==> config.mk <==
export PLATFORM = sky130hd
export DESIGN_NAME = rqs_ctrl
export DESIGN_NICKNAME = d
export VERILOG_FILES = /design/src/hdl/rqs_pkg.sv /design/src/hdl/rqs_ctrl.sv
export SDC_FILE = /design/constraint.sdc
export NUM_CORES = 1
export LEC_CHECK = 0
export ABC_CLOCK_PERIOD_IN_PS = 6300
export BUFFER_PORTS_ARGS = -buffer_cell sky130_fd_sc_hd__buf_4
export CAP_MARGIN = 30
export CORE_MARGIN = 8
export CORE_UTILIZATION = 58
export DETAILED_ROUTE_END_ITERATION = 6
export PLACE_DENSITY = 0.83
export REMOVE_ABC_BUFFERS = 1
export SETUP_SLACK_MARGIN = 0.2
export SYNTH_ARGS = -nofsm -noshare
export SYNTH_HDL_FRONTEND = slang
export SYNTH_SLANG_ARGS = --single-unit
==> constraint.sdc <==
create_clock -name clk -period 6.3 [get_ports clk]
set_input_delay 0.315 -clock clk [delete_from_list [all_inputs] [get_ports clk]]
set_output_delay 0.315 -clock clk [all_outputs]
set_load 0.005 [all_outputs]
==> src/hdl/rqs_pkg.sv <==
`default_nettype none
// ----------------------------------------------------------------------------
// rqs_pkg: shared types and constants of the row sorter
// Store geometry, operation codes and controller/datapath command structs.
// ----------------------------------------------------------------------------
package rqs_pkg;

  localparam int STORE_WORDS = 4096;
  localparam int MAX_COLUMNS = 16;
  localparam int AW          = $clog2(STORE_WORDS);
  localparam int CW          = $clog2(MAX_COLUMNS);
  localparam int CCW         = 5;
  localparam int KCW         = 4;
  localparam int RW          = 13;
  localparam int STACK_DEPTH = 16;
  localparam int SPW         = $clog2(STACK_DEPTH + 1);

  localparam logic [1:0] OP_WRITE  = 2'd0;
  localparam logic [1:0] OP_SORT   = 2'd1;
  localparam logic [1:0] OP_READ   = 2'd2;
  localparam logic [1:0] OP_UNUSED = 2'd3;

  localparam logic [1:0] REG_COLUMN_COUNT = 2'd0;
  localparam logic [1:0] REG_KEY_COLUMN   = 2'd1;

  // memory port source select
  localparam logic [2:0] MA_HOST  = 3'd0;
  localparam logic [2:0] MA_KEYI  = 3'd1;
  localparam logic [2:0] MA_KEYJ  = 3'd2;
  localparam logic [2:0] MA_PIVOT = 3'd3;
  localparam logic [2:0] MA_ROWI  = 3'd4;
  localparam logic [2:0] MA_ROWJ  = 3'd5;

  typedef struct packed {
    logic [2:0] mem_addr_sel;
    logic       mem_we;
    logic       mem_wdata_host;  // write host value, else buffer word
    logic       wr_to_j;         // buffer write goes to row j side
    logic       load_range;      // i <= 0, j <= n-1, set pivot row address
    logic       load_pivot;
    logic       inc_i;
    logic       dec_j;
    logic       buf_i_we;
    logic       buf_j_we;
    logic       col_clr;
    logic       col_inc;
    logic       finish_part;
    logic       pop;
    logic       start_sort;
  } rqs_cmd_t;

  typedef struct packed {
    logic key_lt;       // mem data < pivot
    logic key_gt;
    logic i_le_j;
    logic n_gt1;
    logic stack_empty;
    logic col_last;
  } rqs_sts_t;

endpackage
`default_nettype wire

==> src/hdl/rqs_ctrl.sv <==
`default_nettype none
// ----------------------------------------------------------------------------
// rqs_ctrl: sequencer of the row sorter
// Handles host operations and steps the partition loop of the quicksort.
// ----------------------------------------------------------------------------
module rqs_ctrl import rqs_pkg::*; (
  input  wire logic           clk,
  input  wire logic           rst,
  input  wire logic           in_valid,
  output logic                in_stall,
  input  wire logic [1:0]     op,
  input  wire logic [RW-1:0]  rows,
  input  wire logic [CCW-1:0] column_count,
  input  wire logic [KCW-1:0] key_column,
  output logic                out_valid,
  input  wire logic           out_stall,
  output logic                out_status,
  output logic                out_is_read,
  output logic                cap_read,
  output rqs_cmd_t            cmd,
  input  rqs_sts_t            sts
);

  localparam logic [3:0] S_IDLE   = 4'd0;
  localparam logic [3:0] S_RANGE  = 4'd1;
  localparam logic [3:0] S_PVRD   = 4'd2;
  localparam logic [3:0] S_PVLD   = 4'd3;
  localparam logic [3:0] S_IRD    = 4'd4;
  localparam logic [3:0] S_ICHK   = 4'd5;
  localparam logic [3:0] S_JRD    = 4'd6;
  localparam logic [3:0] S_JCHK   = 4'd7;
  localparam logic [3:0] S_RDROW  = 4'd8;
  localparam logic [3:0] S_RDLAST = 4'd9;
  localparam logic [3:0] S_WRROW  = 4'd10;
  localparam logic [3:0] S_DONE   = 4'd11;
  localparam logic [3:0] S_RDCAP  = 4'd12;

  logic [3:0] state, state_next;
  logic       accept, geo_ok;
  logic       rd_phase;          // during row read: 0 reads row i, 1 row j
  logic       wr_phase;
  logic [17:0] prod;

  assign prod   = 18'(rows) * 18'(column_count);
  assign geo_ok = column_count != '0 && column_count <= CCW'(MAX_COLUMNS) &&
                  {1'b0, key_column} < column_count && prod <= 18'(STORE_WORDS);
  // result register must be free before a new item is taken
  assign in_stall = state != S_IDLE || (out_valid && out_stall);
  assign accept   = in_valid && !in_stall;

  always_comb begin
    cmd = '0;
    state_next = state;
    cap_read = 1'b0;
    case (state)
      S_IDLE: begin
        cmd.mem_addr_sel = MA_HOST;
        cmd.mem_wdata_host = 1'b1;
        if (accept) begin
          if (op == OP_WRITE) cmd.mem_we = 1'b1;
          if (op == OP_READ) state_next = S_RDCAP;
          if (op == OP_SORT && geo_ok) begin
            cmd.start_sort = 1'b1;
            state_next = S_RANGE;
          end
        end
      end
      S_RDCAP: begin
        cap_read = 1'b1;
        state_next = S_IDLE;
      end
      S_RANGE: begin
        if (sts.n_gt1) begin
          cmd.load_range = 1'b1;
          state_next = S_PVRD;
        end else if (sts.stack_empty) begin
          state_next = S_DONE;
        end else begin
          cmd.pop = 1'b1;
        end
      end
      S_PVRD: begin
        cmd.mem_addr_sel = MA_PIVOT;
        state_next = S_PVLD;
      end
      S_PVLD: begin
        cmd.load_pivot = 1'b1;
        state_next = S_IRD;
      end
      S_IRD: begin
        if (sts.i_le_j) begin
          cmd.mem_addr_sel = MA_KEYI;
          state_next = S_ICHK;
        end else begin
          cmd.finish_part = 1'b1;
          state_next = S_RANGE;
        end
      end
      S_ICHK: begin
        if (sts.key_lt) begin
          cmd.inc_i = 1'b1;
          state_next = S_IRD;
        end else begin
          state_next = S_JRD;
        end
      end
      S_JRD: begin
        if (sts.i_le_j) begin
          cmd.mem_addr_sel = MA_KEYJ;
          state_next = S_JCHK;
        end else begin
          cmd.finish_part = 1'b1;
          state_next = S_RANGE;
        end
      end
      S_JCHK: begin
        if (sts.key_gt) begin
          cmd.dec_j = 1'b1;
          state_next = S_JRD;
        end else begin
          cmd.col_clr = 1'b1;
          state_next = S_RDROW;
        end
      end
      // reads alternate i and j words; the registered data is taken into the buffers in S_RDLAST
      S_RDROW: begin
        cmd.mem_addr_sel = rd_phase ? MA_ROWJ : MA_ROWI;
        state_next = S_RDLAST;
      end
      S_RDLAST: begin
        cmd.buf_i_we = !rd_phase;
        cmd.buf_j_we = rd_phase;
        if (rd_phase && sts.col_last) begin
          cmd.col_clr = 1'b1;
          state_next = S_WRROW;
        end else begin
          cmd.col_inc = rd_phase;
          state_next = S_RDROW;
        end
      end
      S_WRROW: begin
        cmd.mem_we = 1'b1;
        cmd.mem_addr_sel = wr_phase ? MA_ROWI : MA_ROWJ;
        cmd.wr_to_j = !wr_phase;
        if (wr_phase) begin
          if (sts.col_last) begin
            cmd.inc_i = 1'b1;
            cmd.dec_j = 1'b1;
            state_next = S_IRD;
          end else begin
            cmd.col_inc = 1'b1;
          end
        end
      end
      S_DONE: state_next = S_IDLE;
      default: state_next = S_IDLE;
    endcase
  end

  always_ff @(posedge clk) begin
    if (rst) begin
      state <= S_IDLE;
      rd_phase <= 1'b0;
      wr_phase <= 1'b0;
      out_valid <= 1'b0;
      out_status <= 1'b0;
      out_is_read <= 1'b0;
    end else begin
      state <= state_next;
      if (state == S_RDLAST) rd_phase <= !rd_phase;
      if (state == S_WRROW) wr_phase <= !wr_phase;
      if (accept) begin
        out_is_read <= (op == OP_READ);
        out_status  <= (op == OP_UNUSED) || (op == OP_SORT && !geo_ok);
      end
      // writes, rejected sorts and unused codes answer right away
      if (accept && op != OP_READ && !(op == OP_SORT && geo_ok)) begin
        out_valid <= 1'b1;
      end else if (state == S_RDCAP || state == S_DONE) begin
        out_valid <= 1'b1;
      end else if (out_valid && !out_stall) begin
        out_valid <= 1'b0;
      end
    end
  end

endmodule
`default_nettype wire

## Yosys cells after proc, flatten, opt, wreduce, memory -nomap -nowiden

Index checks and enable logic that the tools add are counted.

- Register bits: 9
- Input port bits: 34
- Output and inout port bits: 22
- Word-level logic and storage cells: 110

- Multiply operators: 1
- Magnitude comparators: 3
- Equal/unequal tests: 21
- Multiplexer cells: 52
- Reductions and logical operators: 27

Operators by type and width:

| kind | number |
|---|---|
| 4-bit one-hot mux with 11 select lines | 1 |
| 4-bit 2-to-1 mux | 8 |
| 1-bit 2-to-1 mux | 29 |
| 4-bit == test (second input constant) | 5 |
| 18-bit by 13-bit less-or-equal comparator with 1-bit output (second input constant) | 1 |
| 13-bit by 5-bit multiplier with 18-bit output | 1 |
| 4-bit by 3-bit == test with 1-bit output (second input constant) | 4 |
| 3-bit one-hot mux with 5 select lines | 1 |
| 2-bit 2-to-1 mux | 6 |
| 1-bit logical AND | 11 |
| 1-bit one-hot mux with 2 select lines | 5 |
| 4-bit by 2-bit == test with 1-bit output (second input constant) | 2 |
| 2-bit inequality test (second input constant) | 4 |
| 1-bit logical NOT | 6 |
| 3-bit 2-to-1 mux | 2 |
| 3-bit inequality test (second input constant) | 2 |
| 5-bit less-or-equal comparator (second input constant) | 1 |
| 4-bit by 5-bit < comparator with 1-bit output | 1 |
| 5-bit AND reduction | 1 |
| 5-bit nonzero test | 1 |
| 2-bit == test (second input constant) | 2 |
| 4-bit by 1-bit == test with 1-bit output (second input constant) | 1 |
| 4-bit logical NOT | 1 |
| 4-bit nonzero test | 1 |
| 5 further kinds | 7 |

## Logic depth before layout (Yosys ltp)

Gate-level depths: netlist (run 1).

- Depth after elaboration: 8
- Gate-level depth with buffers: 18
- Gate-level depth less buffers: 17

## Worst setup path before layout (run 1)

Ideal clock, no wire load.

- Path type: input to register
- From: input port column_count[4]
- To: register state[0]
- Setup time: 61 ps
- Arrival time: 4,659 ps
- Data required time: 6,239 ps
- Slack: 1,580 ps
- Stages on the path: 16
- Path buffers: 1
- Path through: clkbuf_1 nand2_1 fa_1 fa_1 inv_1 fa_1 ha_1 nand2_1 o31ai_4 nor2_1 o41ai_2 o211a_1 o22ai_1 or4_4 a221oi_2 o221a_1

- Word-level cells in the longest chain between the ends: 8
- Elaborated cells between the ends (all ways): 14
- Those cells by class: mul (1); order compare (3); eq/ne (1); mux (3); reduce/logical (6)

Ends and longest elaborated chain:

| item | line | text |
|---|---|---|
| start, declared | rqs_ctrl.sv:13 | `input wire logic [CCW-1:0] column_count,` |
| parallel branches: the longest is 3 deep, another holds 13-bit by 5-bit multiplier with 18-bit output | - |  |
| 1-bit logical AND (*) | rqs_ctrl.sv:46 | `{1'b0, key_column} < column_count && prod <= 18'(STORE_WORDS);` |
| 1-bit logical AND (*) | rqs_ctrl.sv:62 | `if (op == OP_SORT && geo_ok) begin` |
| 4-bit 2-to-1 mux | rqs_ctrl.sv:62 |  |
| 4-bit 2-to-1 mux | rqs_ctrl.sv:59 | `if (accept) begin` |
| 4-bit one-hot mux with 11 select lines | rqs_ctrl.sv:55 | `case (state)` |
| end signal, assigned | rqs_ctrl.sv:169 | `state <= state_next;` |
| end, declared | rqs_ctrl.sv:38 | `logic [3:0] state, state_next;` |

Every way passes the cells marked *. The select of a mux whose other input is x is not followed.
A chain may end at the register's enable or synchronous reset.

==> results of run 1 <==
## cell families after synthesis
kind of cell	after synthesis	share of synthesized area, %
mux	4	1.47
simple gates	167	29.3
buf+inv	53	6.88
xor+xnor	9	2.73
flops	9	6.23
compound gates	72	18.0
fa+ha+maj	62	35.4
## final cells by class
class | instances | area, sq um | share of cell area (%)
tap | 67 | 83.8 | 2.47
inverter | 41 | 154 | 4.54
clock buffer | 4 | 45.0 | 1.33
multi-input combinational | 314 | 2510 | 74.2
sequential | 9 | 180 | 5.32
timing repair buffer | 55 | 413 | 12.2
## power by group
part	leakage [nW]	total (mW)	switching [mW]	internal, mW
Combinational	1.53	0.512	0.293	0.219
Clock	0.0228	0.0670	0.0229	0.0441
Sequential	0.0732	0.0670	0.00615	0.0608
## worst max-delay path, stage by stage
cell,delay (ns)
buf_4,0.18
nand2_1,0.11
fa_1,0.52
fa_1,0.55
inv_1,0.05
fa_1,0.47
ha_1,0.38
nand2_1,0.11
o31ai_4,0.33
a31oi_2,0.17
xnor2_1,0.17
nor4_2,0.28
a31oi_1,0.15
or4_4,0.59
nor2_1,0.11
buf_4,0.13
## state kept, by name (all words and copies together), names as in the netlist
signal	count
out_is_read	1
wr_phase	1
out_status	1
state	4
out_valid	1
rd_phase	1
## synth_stat cells (4+ instances only)
| master | number |
|---|---|
| a31oi_1 | 5 |
| clkbuf_1 | 11 |
| nor2_1 | 28 |
| inv_1 | 41 |
| nor3_1 | 6 |
| xnor2_1 | 6 |
| nor4_1 | 5 |
| fa_1 | 33 |
| ha_1 | 29 |
| o31ai_1 | 4 |
| and2_1 | 34 |
| a21oi_1 | 18 |
| a211oi_1 | 5 |
| o21ai_0 | 14 |
| nand2b_1 | 7 |
| dfxtp_1 | 9 |
| nor2b_1 | 10 |
| nand2_1 | 56 |
## routing by layer
| metal | vias up | global-route usage (%) |
|---|---|---|
| li1 | 1369 | - |
| met1 | 1327 | 23.7 |
| met2 | 72 | 37.1 |
| met3 | 9 | 2.36 |
| met4 | 0 | 4.54 |
| met5 | - | 0 |
## stage by stage
| stage | setup WS, ns | instances | utilization (%) |
|---|---|---|---|
| floorplan | 1.89 | 364 | - |
| global placement | 1.48 | 486 | 70.3 |
| detailed placement | 1.37 | 486 | 70.3 |
| CTS | 1.36 | 490 | 71.3 |
| global route | 1.08 | 490 | 71.3 |
| finish | 1.36 | 490 | 71.3 |
## worst max path at each step
stage,end,slack (ns),depth (start not counted)
after floorplan,state[0]$_SDFFE_PP0P_,1.89,15
after global routing,cmd[0],1.08,16
after detailed placement,cmd[0],1.37,16
after CTS,cmd[0],1.36,16
final,cmd[0],1.36,16
after global placement,cmd[0],1.48,16
==> flow_metrics.py, run 1 <==
metrics = {
    "global_routing": {
        "grt_pass1_wl_microns": 12700,
        "grt_max_degree": 17,
        "grt_pass1_vias": 2844,
        "overflow": 0,
        "grt_use_total_pct": 20.0,
        "antenna_found_initial": 0,
    },
    "synth": {
        "netlist_area_sq_um": 2890,
        "synthFlopType": "dfxtp_1",
        "ys_ff_latch": 9,
        "synth_top_area_cell": "fa_1",
        "synth-warning-count": 0,
        "synth_seq_area_share_pct": 6.23,
        "syn_inst": 376,
        "synth_top_area_share_pct": 22.8,
        "ys_top_cells_by_area": "fa_1 (23%), ha_1 (13%), and2_1 (7.4%)",
        "synth.distinct_cells": 54,
        "synth_edf_count": 0,
        "syn_area_per_cell_sq_um": 7.69,
        "async_reset_ff_share_pct": 0,
    },
    "pwr": {
        "power_mw": 0.646,
        "p_leak_nw": 1.62,
        "p_per_area_nw_per_um2": 191,
        "vdd_drop_max_uv": 145,
    },
    "floorplan": {
        "fp-row-count": 25,
        "dieArea_sq_um": 7500,
        "initial_utilization_pct": 60.8,
        "die_x_microns": 86.6,
        "core_sq_um": 4750,
        "die-height_microns": 86.6,
        "io_pins": 56,
    },
    "cts": {
        "numCtsBuffers": 3,
        "clock_path_buffers": 2,
        "path_clk_slew_ns": 0.04,
        "clk-insertion-delay-late_ns": 0.23,
        "htree_levels": 1,
        "cts.sinks": 9,
        "cts_resized": 0,
        "hold_buffers": 0,
        "postCtsSetupBuffers": 0,
        "cts_tree": "yes",
        "clock-root-buffer": "clkbuf_8",
    },
    "drt": {
        "dr_wl_met2_microns": 3720,
        "dr.pass1.iters": 4,
        "topRoutingLayerUsed": "met4",
        "drtIter0Drc": 118,
        "wl_met1_microns": 3000,
        "ant_nets": 0,
        "vias_per_cell": 5.67,
        "via_count": 2777,
        "wl_per_cell_microns": 14.6,
        "dr_wl_met3_microns": 330,
        "drt-total-wl_microns": 7140,
        "drc": 0,
    },
    "setup_path": {
        "r2r_end": "state[3]$_SDFFE_PP0P_",
        "start_kind": "input port",
        "crit_required_ns": 5.98,
        "rr_startpoint": "state[3]$_SDFFE_PP0P_",
        "startpoint": "column_count[4]",
        "r2r_setup_slack_ns": 3.45,
        "crit_type": "in -> out",
        "critical_path_arrival_ns": 4.62,
        "r2r_cells": 5,
        "cp-end-kind": "output pin",
        "crit_fanout": 16,
    },
    "sta": {
        "rsz0062_at_grt": "false",
        "finalCriticalPeriod_ns": 4.94,
        "tightest_slew_ns": 0.883,
        "finalHoldViolCount": 0,
        "fmax_mhz": 203,
        "setup-tns-final_ns": 0,
        "max_slew_margin_pct": 40.6,
        "whs_ns": 0.347,
        "finalMaxSlewViolations": 0,
        "finClkSkew_ns": 0.00252,
        "period_share_pct": 78.4,
        "setup_viol": 0,
    },
    "hold_path": {
        "hold_end": "rd_phase$_SDFFE_PP0P_",
        "min_from": "rst",
        "hold_path.class": "in -> reg",
        "whs_path_depth": 2,
    },
    "layout": {
        "layout_common_cells": "nand2_1 (56), buf_4 (55), inv_1 (41)",
        "insertedDiodeCount": 0,
        "design_area_sq_um": 3390,
        "finalNetCount": 520,
        "fillers": 403,
        "mostFrequentLayoutCell": "nand2_1",
        "post_route_cells_drive_above_1_share_pct": 16.3,
        "syn_to_final_growth_pct": 17.2,
    },
    "place": {
        "dp_hpwl_microns": 5990,
        "port-buffer-count": 55,
        "gp_congestion": 0.839,
        "placed_cell_area_sq_um": 3340,
    },
    "run_status": {
        "outcome": "completed",
    },
    "flow_run": {
        "cap_violations": 0,
    },
}
Power figures use the tool's default switching activity.
==> run 2: changes to the inputs <==
--- a/config.mk
+++ b/config.mk
@@ -5,11 +5,12 @@
 export SDC_FILE = /design/constraint.sdc
 export NUM_CORES = 1
 export LEC_CHECK = 0
-export ABC_CLOCK_PERIOD_IN_PS = 6300
+export ABC_AREA = 1
+export ABC_CLOCK_PERIOD_IN_PS = 5000
 export BUFFER_PORTS_ARGS = -buffer_cell sky130_fd_sc_hd__buf_4
 export CAP_MARGIN = 30
 export CORE_MARGIN = 8
-export CORE_UTILIZATION = 58
+export CORE_UTILIZATION = 59
 export DETAILED_ROUTE_END_ITERATION = 6
 export PLACE_DENSITY = 0.83
 export REMOVE_ABC_BUFFERS = 1
==> constraint.sdc (replaced) <==
create_clock -name clk -period 5 [get_ports clk]
set_input_delay 0.25 -clock clk [delete_from_list [all_inputs] [get_ports clk]]
set_output_delay 0.25 -clock clk [all_outputs]
set_load 0.005 [all_outputs]
==> flow_metrics.py, run 2 <==
metrics = {
    "cts": {
        "htree_levels": 1,
        "hold_buffers": 0,
        "numCtsBuffers": 3,
        "clock_path_buffers": 2,
        "cts_resized": 0,
        "path_clk_slew_ns": 0.05,
        "postCtsSetupBuffers": 0,
        "clk-insertion-delay-late_ns": 0.24,
        "cts_tree": "yes",
        "cts.sinks": 9,
        "clock-root-buffer": "clkbuf_8",
    },
    "drt": {
        "drt-total-wl_microns": 7750,
        "via_count": 3292,
        "drc": 0,
        "wl_per_cell_microns": 11.7,
        "drtIter0Drc": 249,
        "dr.pass1.iters": 5,
        "ant_nets": 0,
        "vias_per_cell": 4.98,
    },
    "setup_path": {
        "crit_chain": "buf_4 -> nand2_1 -> fa_1 -> inv_1 -> fa_1 -> fa_1 -> ha_1 -> nand2_1 -> inv_2 -> a21oi_1 -> nand2_1 -> nand2_1 -> nand3_1 -> nand2_1 -> nand3_2 -> nor2_4 -> nand3_1 -> nor3_1 -> buf_4",
        "path_delay_family": "adder cells",
        "crit_fanout": 14,
        "rr_startpoint": "state[3]$_SDFFE_PP0P_",
        "critical_path_arrival_ns": 3.87,
        "r2r_end": "state[3]$_SDFFE_PP0P_",
        "cpMaxStageDelayCell": "fa_1",
        "crit_type": "in -> out",
        "start_kind": "input port",
        "r2r_cells": 9,
        "r2r_setup_slack_ns": 3.08,
        "cp-end-kind": "output pin",
        "cpMostUsedCell": "nand2_1",
        "cp.depth": 19,
        "crit_required_ns": 4.75,
        "max_stage_delay_ns": 0.54,
        "cp-endpoint": "cmd[0]",
        "crit_buf_inv": 4,
        "startpoint": "column_count[4]",
    },
    "sta": {
        "finalCriticalPeriod_ns": 4.12,
        "period_share_pct": 82.5,
        "tightest_slew_ns": 0.422,
        "setup-tns-final_ns": 0,
        "rsz0062_at_grt": "false",
        "finClkSkew_ns": 0.000519,
        "finalMaxSlewViolations": 0,
        "whs_ns": 0.247,
        "setup_viol": 0,
        "max_slew_margin_pct": 71.7,
        "fmax_mhz": 242,
        "finalHoldViolCount": 0,
    },
    "synth": {
        "syn_area_per_cell_sq_um": 6.01,
        "synth_edf_count": 0,
        "yosysMostFrequentCell": "nand2_1",
        "synth.distinct_cells": 34,
        "synth-warning-count": 0,
        "syn_inst": 535,
        "netlist_area_sq_um": 3220,
        "synth_top_area_share_pct": 20.7,
        "synthFlopType": "dfxtp_1",
        "synth_seq_area_share_pct": 5.60,
        "ys_ff_latch": 9,
        "async_reset_ff_share_pct": 0,
        "synth_top_area_cell": "nand2_1",
        "ys_top_cells_by_area": "nand2_1 (21%), fa_1 (21%), inv_1 (16%)",
        "synth_common_cells": "nand2_1 (177), inv_1 (139), nor2_1 (41), fa_1 (33), ha_1 (29)",
    },
    "floorplan": {
        "fp-row-count": 27,
        "initial_utilization_pct": 59.9,
        "die_x_microns": 89.8,
        "dieArea_sq_um": 8070,
        "die-height_microns": 89.8,
        "io_pins": 56,
        "core_sq_um": 5370,
    },
    "pwr": {
        "p_per_area_nw_per_um2": 315,
        "p_clk_share_pct": 7.5,
        "swShare_pct": 55.0,
        "cell_internal_pwr_mw": 0.532,
        "comb_power_share_pct": 83.1,
        "p_seq_share_pct": 9.4,
        "vdd_drop_max_uv": 175,
        "p_leak_nw": 2.41,
        "power.switching_mw": 0.649,
    },
    "global_routing": {
        "grt_pass1_wl_microns": 14000,
        "grt_max_degree": 16,
        "grt_use_total_pct": 19.8,
        "overflow": 0,
        "grt_pass1_vias": 3341,
        "antenna_found_initial": 0,
    },
    "layout": {
        "finalNetCount": 686,
        "layout_common_cells": "nand2_1 (177), inv_1 (139), buf_4 (55)",
        "mostFrequentLayoutCell": "nand2_1",
        "largest_register_ffs": 4,
        "insertedDiodeCount": 0,
        "regMostFlops": "state",
        "post-route-util_pct": 69.7,
        "fillers": 485,
        "syn_to_final_growth_pct": 16.5,
        "post_route_cells_drive_above_1_share_pct": 14.9,
        "layout.cells.non_filler": 661,
    },
    "flow_run": {
        "cap_violations": 0,
    },
    "place": {
        "placedCellCount": 657,
        "dp_hpwl_microns": 6720,
        "gp_congestion": 0.916,
        "port-buffer-count": 55,
    },
    "run_status": {
        "outcome": "completed",
    },
    "hold_path": {
        "hold_path.class": "in -> reg",
    },
}
run 2: cell type report:
class / instances / area, sq um / share of cell area (%)
Multi-Input combinational cell: 378 / 2480 / 66.2
Inverter: 143 / 537 / 14.3
Timing Repair Buffer: 55 / 413 / 11.0
Sequential cell: 9 / 180 / 4.81
Tap cell: 72 / 90.1 / 2.40
Clock buffer: 4 / 45.0 / 1.20
run 2: through the flow:
step                      worst slack [ns]  area (sq um)  total power [mW]
after floorplan                       1.39          3200             0.838
after global placement               0.937          3700              1.07
after detailed placement             0.889          3700              1.09
after CTS                            0.889          3750              1.18
after global routing                 0.617          3750              1.34
final                                0.875          3750              1.18
run 2: power by group through the flow:
| stage | sequential [mW] | clock, mW | combinational (mW) |
|---|---|---|---|
| floorplan | 0.110 | 0 | 0.728 |
| global placement | 0.111 | 0 | 0.955 |
| detailed placement | 0.112 | 0 | 0.978 |
| CTS | 0.111 | 0.0872 | 0.984 |
| global route | 0.113 | 0.0908 | 1.13 |
| finish | 0.111 | 0.0880 | 0.982 |
run 2: cell families (layout without fill, tap and decap cells):
| kind of cell | count (synthesis) | after routing | synth area share [%] |
|---|---|---|---|
| AOI/OAI and AO/OA | 26 | 26 | 5.13 |
| and+or+nand+nor | 288 | 288 | 39.6 |
| DFF | 9 | 9 | 5.60 |
| adders and majority gates | 62 | 62 | 31.8 |
| buffers and inverters | 148 | 202 | 17.3 |
| xor gates and xnor gates | 2 | 2 | 0.545 |
run 2: worst min-delay path by stage:
stage,start,endpoint,slack [ns],depth (start not counted)
6_report,rst,state[2]$_SDFFE_PP0P_,0.25,2
2_1_floorplan,rst,state[2]$_SDFFE_PP0P_,0.32,1
5_1_grt,rst,state[2]$_SDFFE_PP0P_,0.26,2
4_1_cts,rst,state[2]$_SDFFE_PP0P_,0.24,2
3_3_place_gp,out_status$_SDFFE_PP0P_,out_status$_SDFFE_PP0P_,0.46,2
3_5_place_dp,out_status$_SDFFE_PP0P_,out_status$_SDFFE_PP0P_,0.47,2
run 2: layer usage:
| metal | share of wire (%) | vias up | global-route usage [%] |
|---|---|---|---|
| li1 | - | 1701 | - |
| met4 | 1.2 | 0 | 4.65 |
| met1 | 42 | 1491 | 22.8 |
| met5 | 0 | - | 0 |
| met3 | 4.6 | 12 | 2.66 |
| met2 | 52 | 88 | 37.2 |
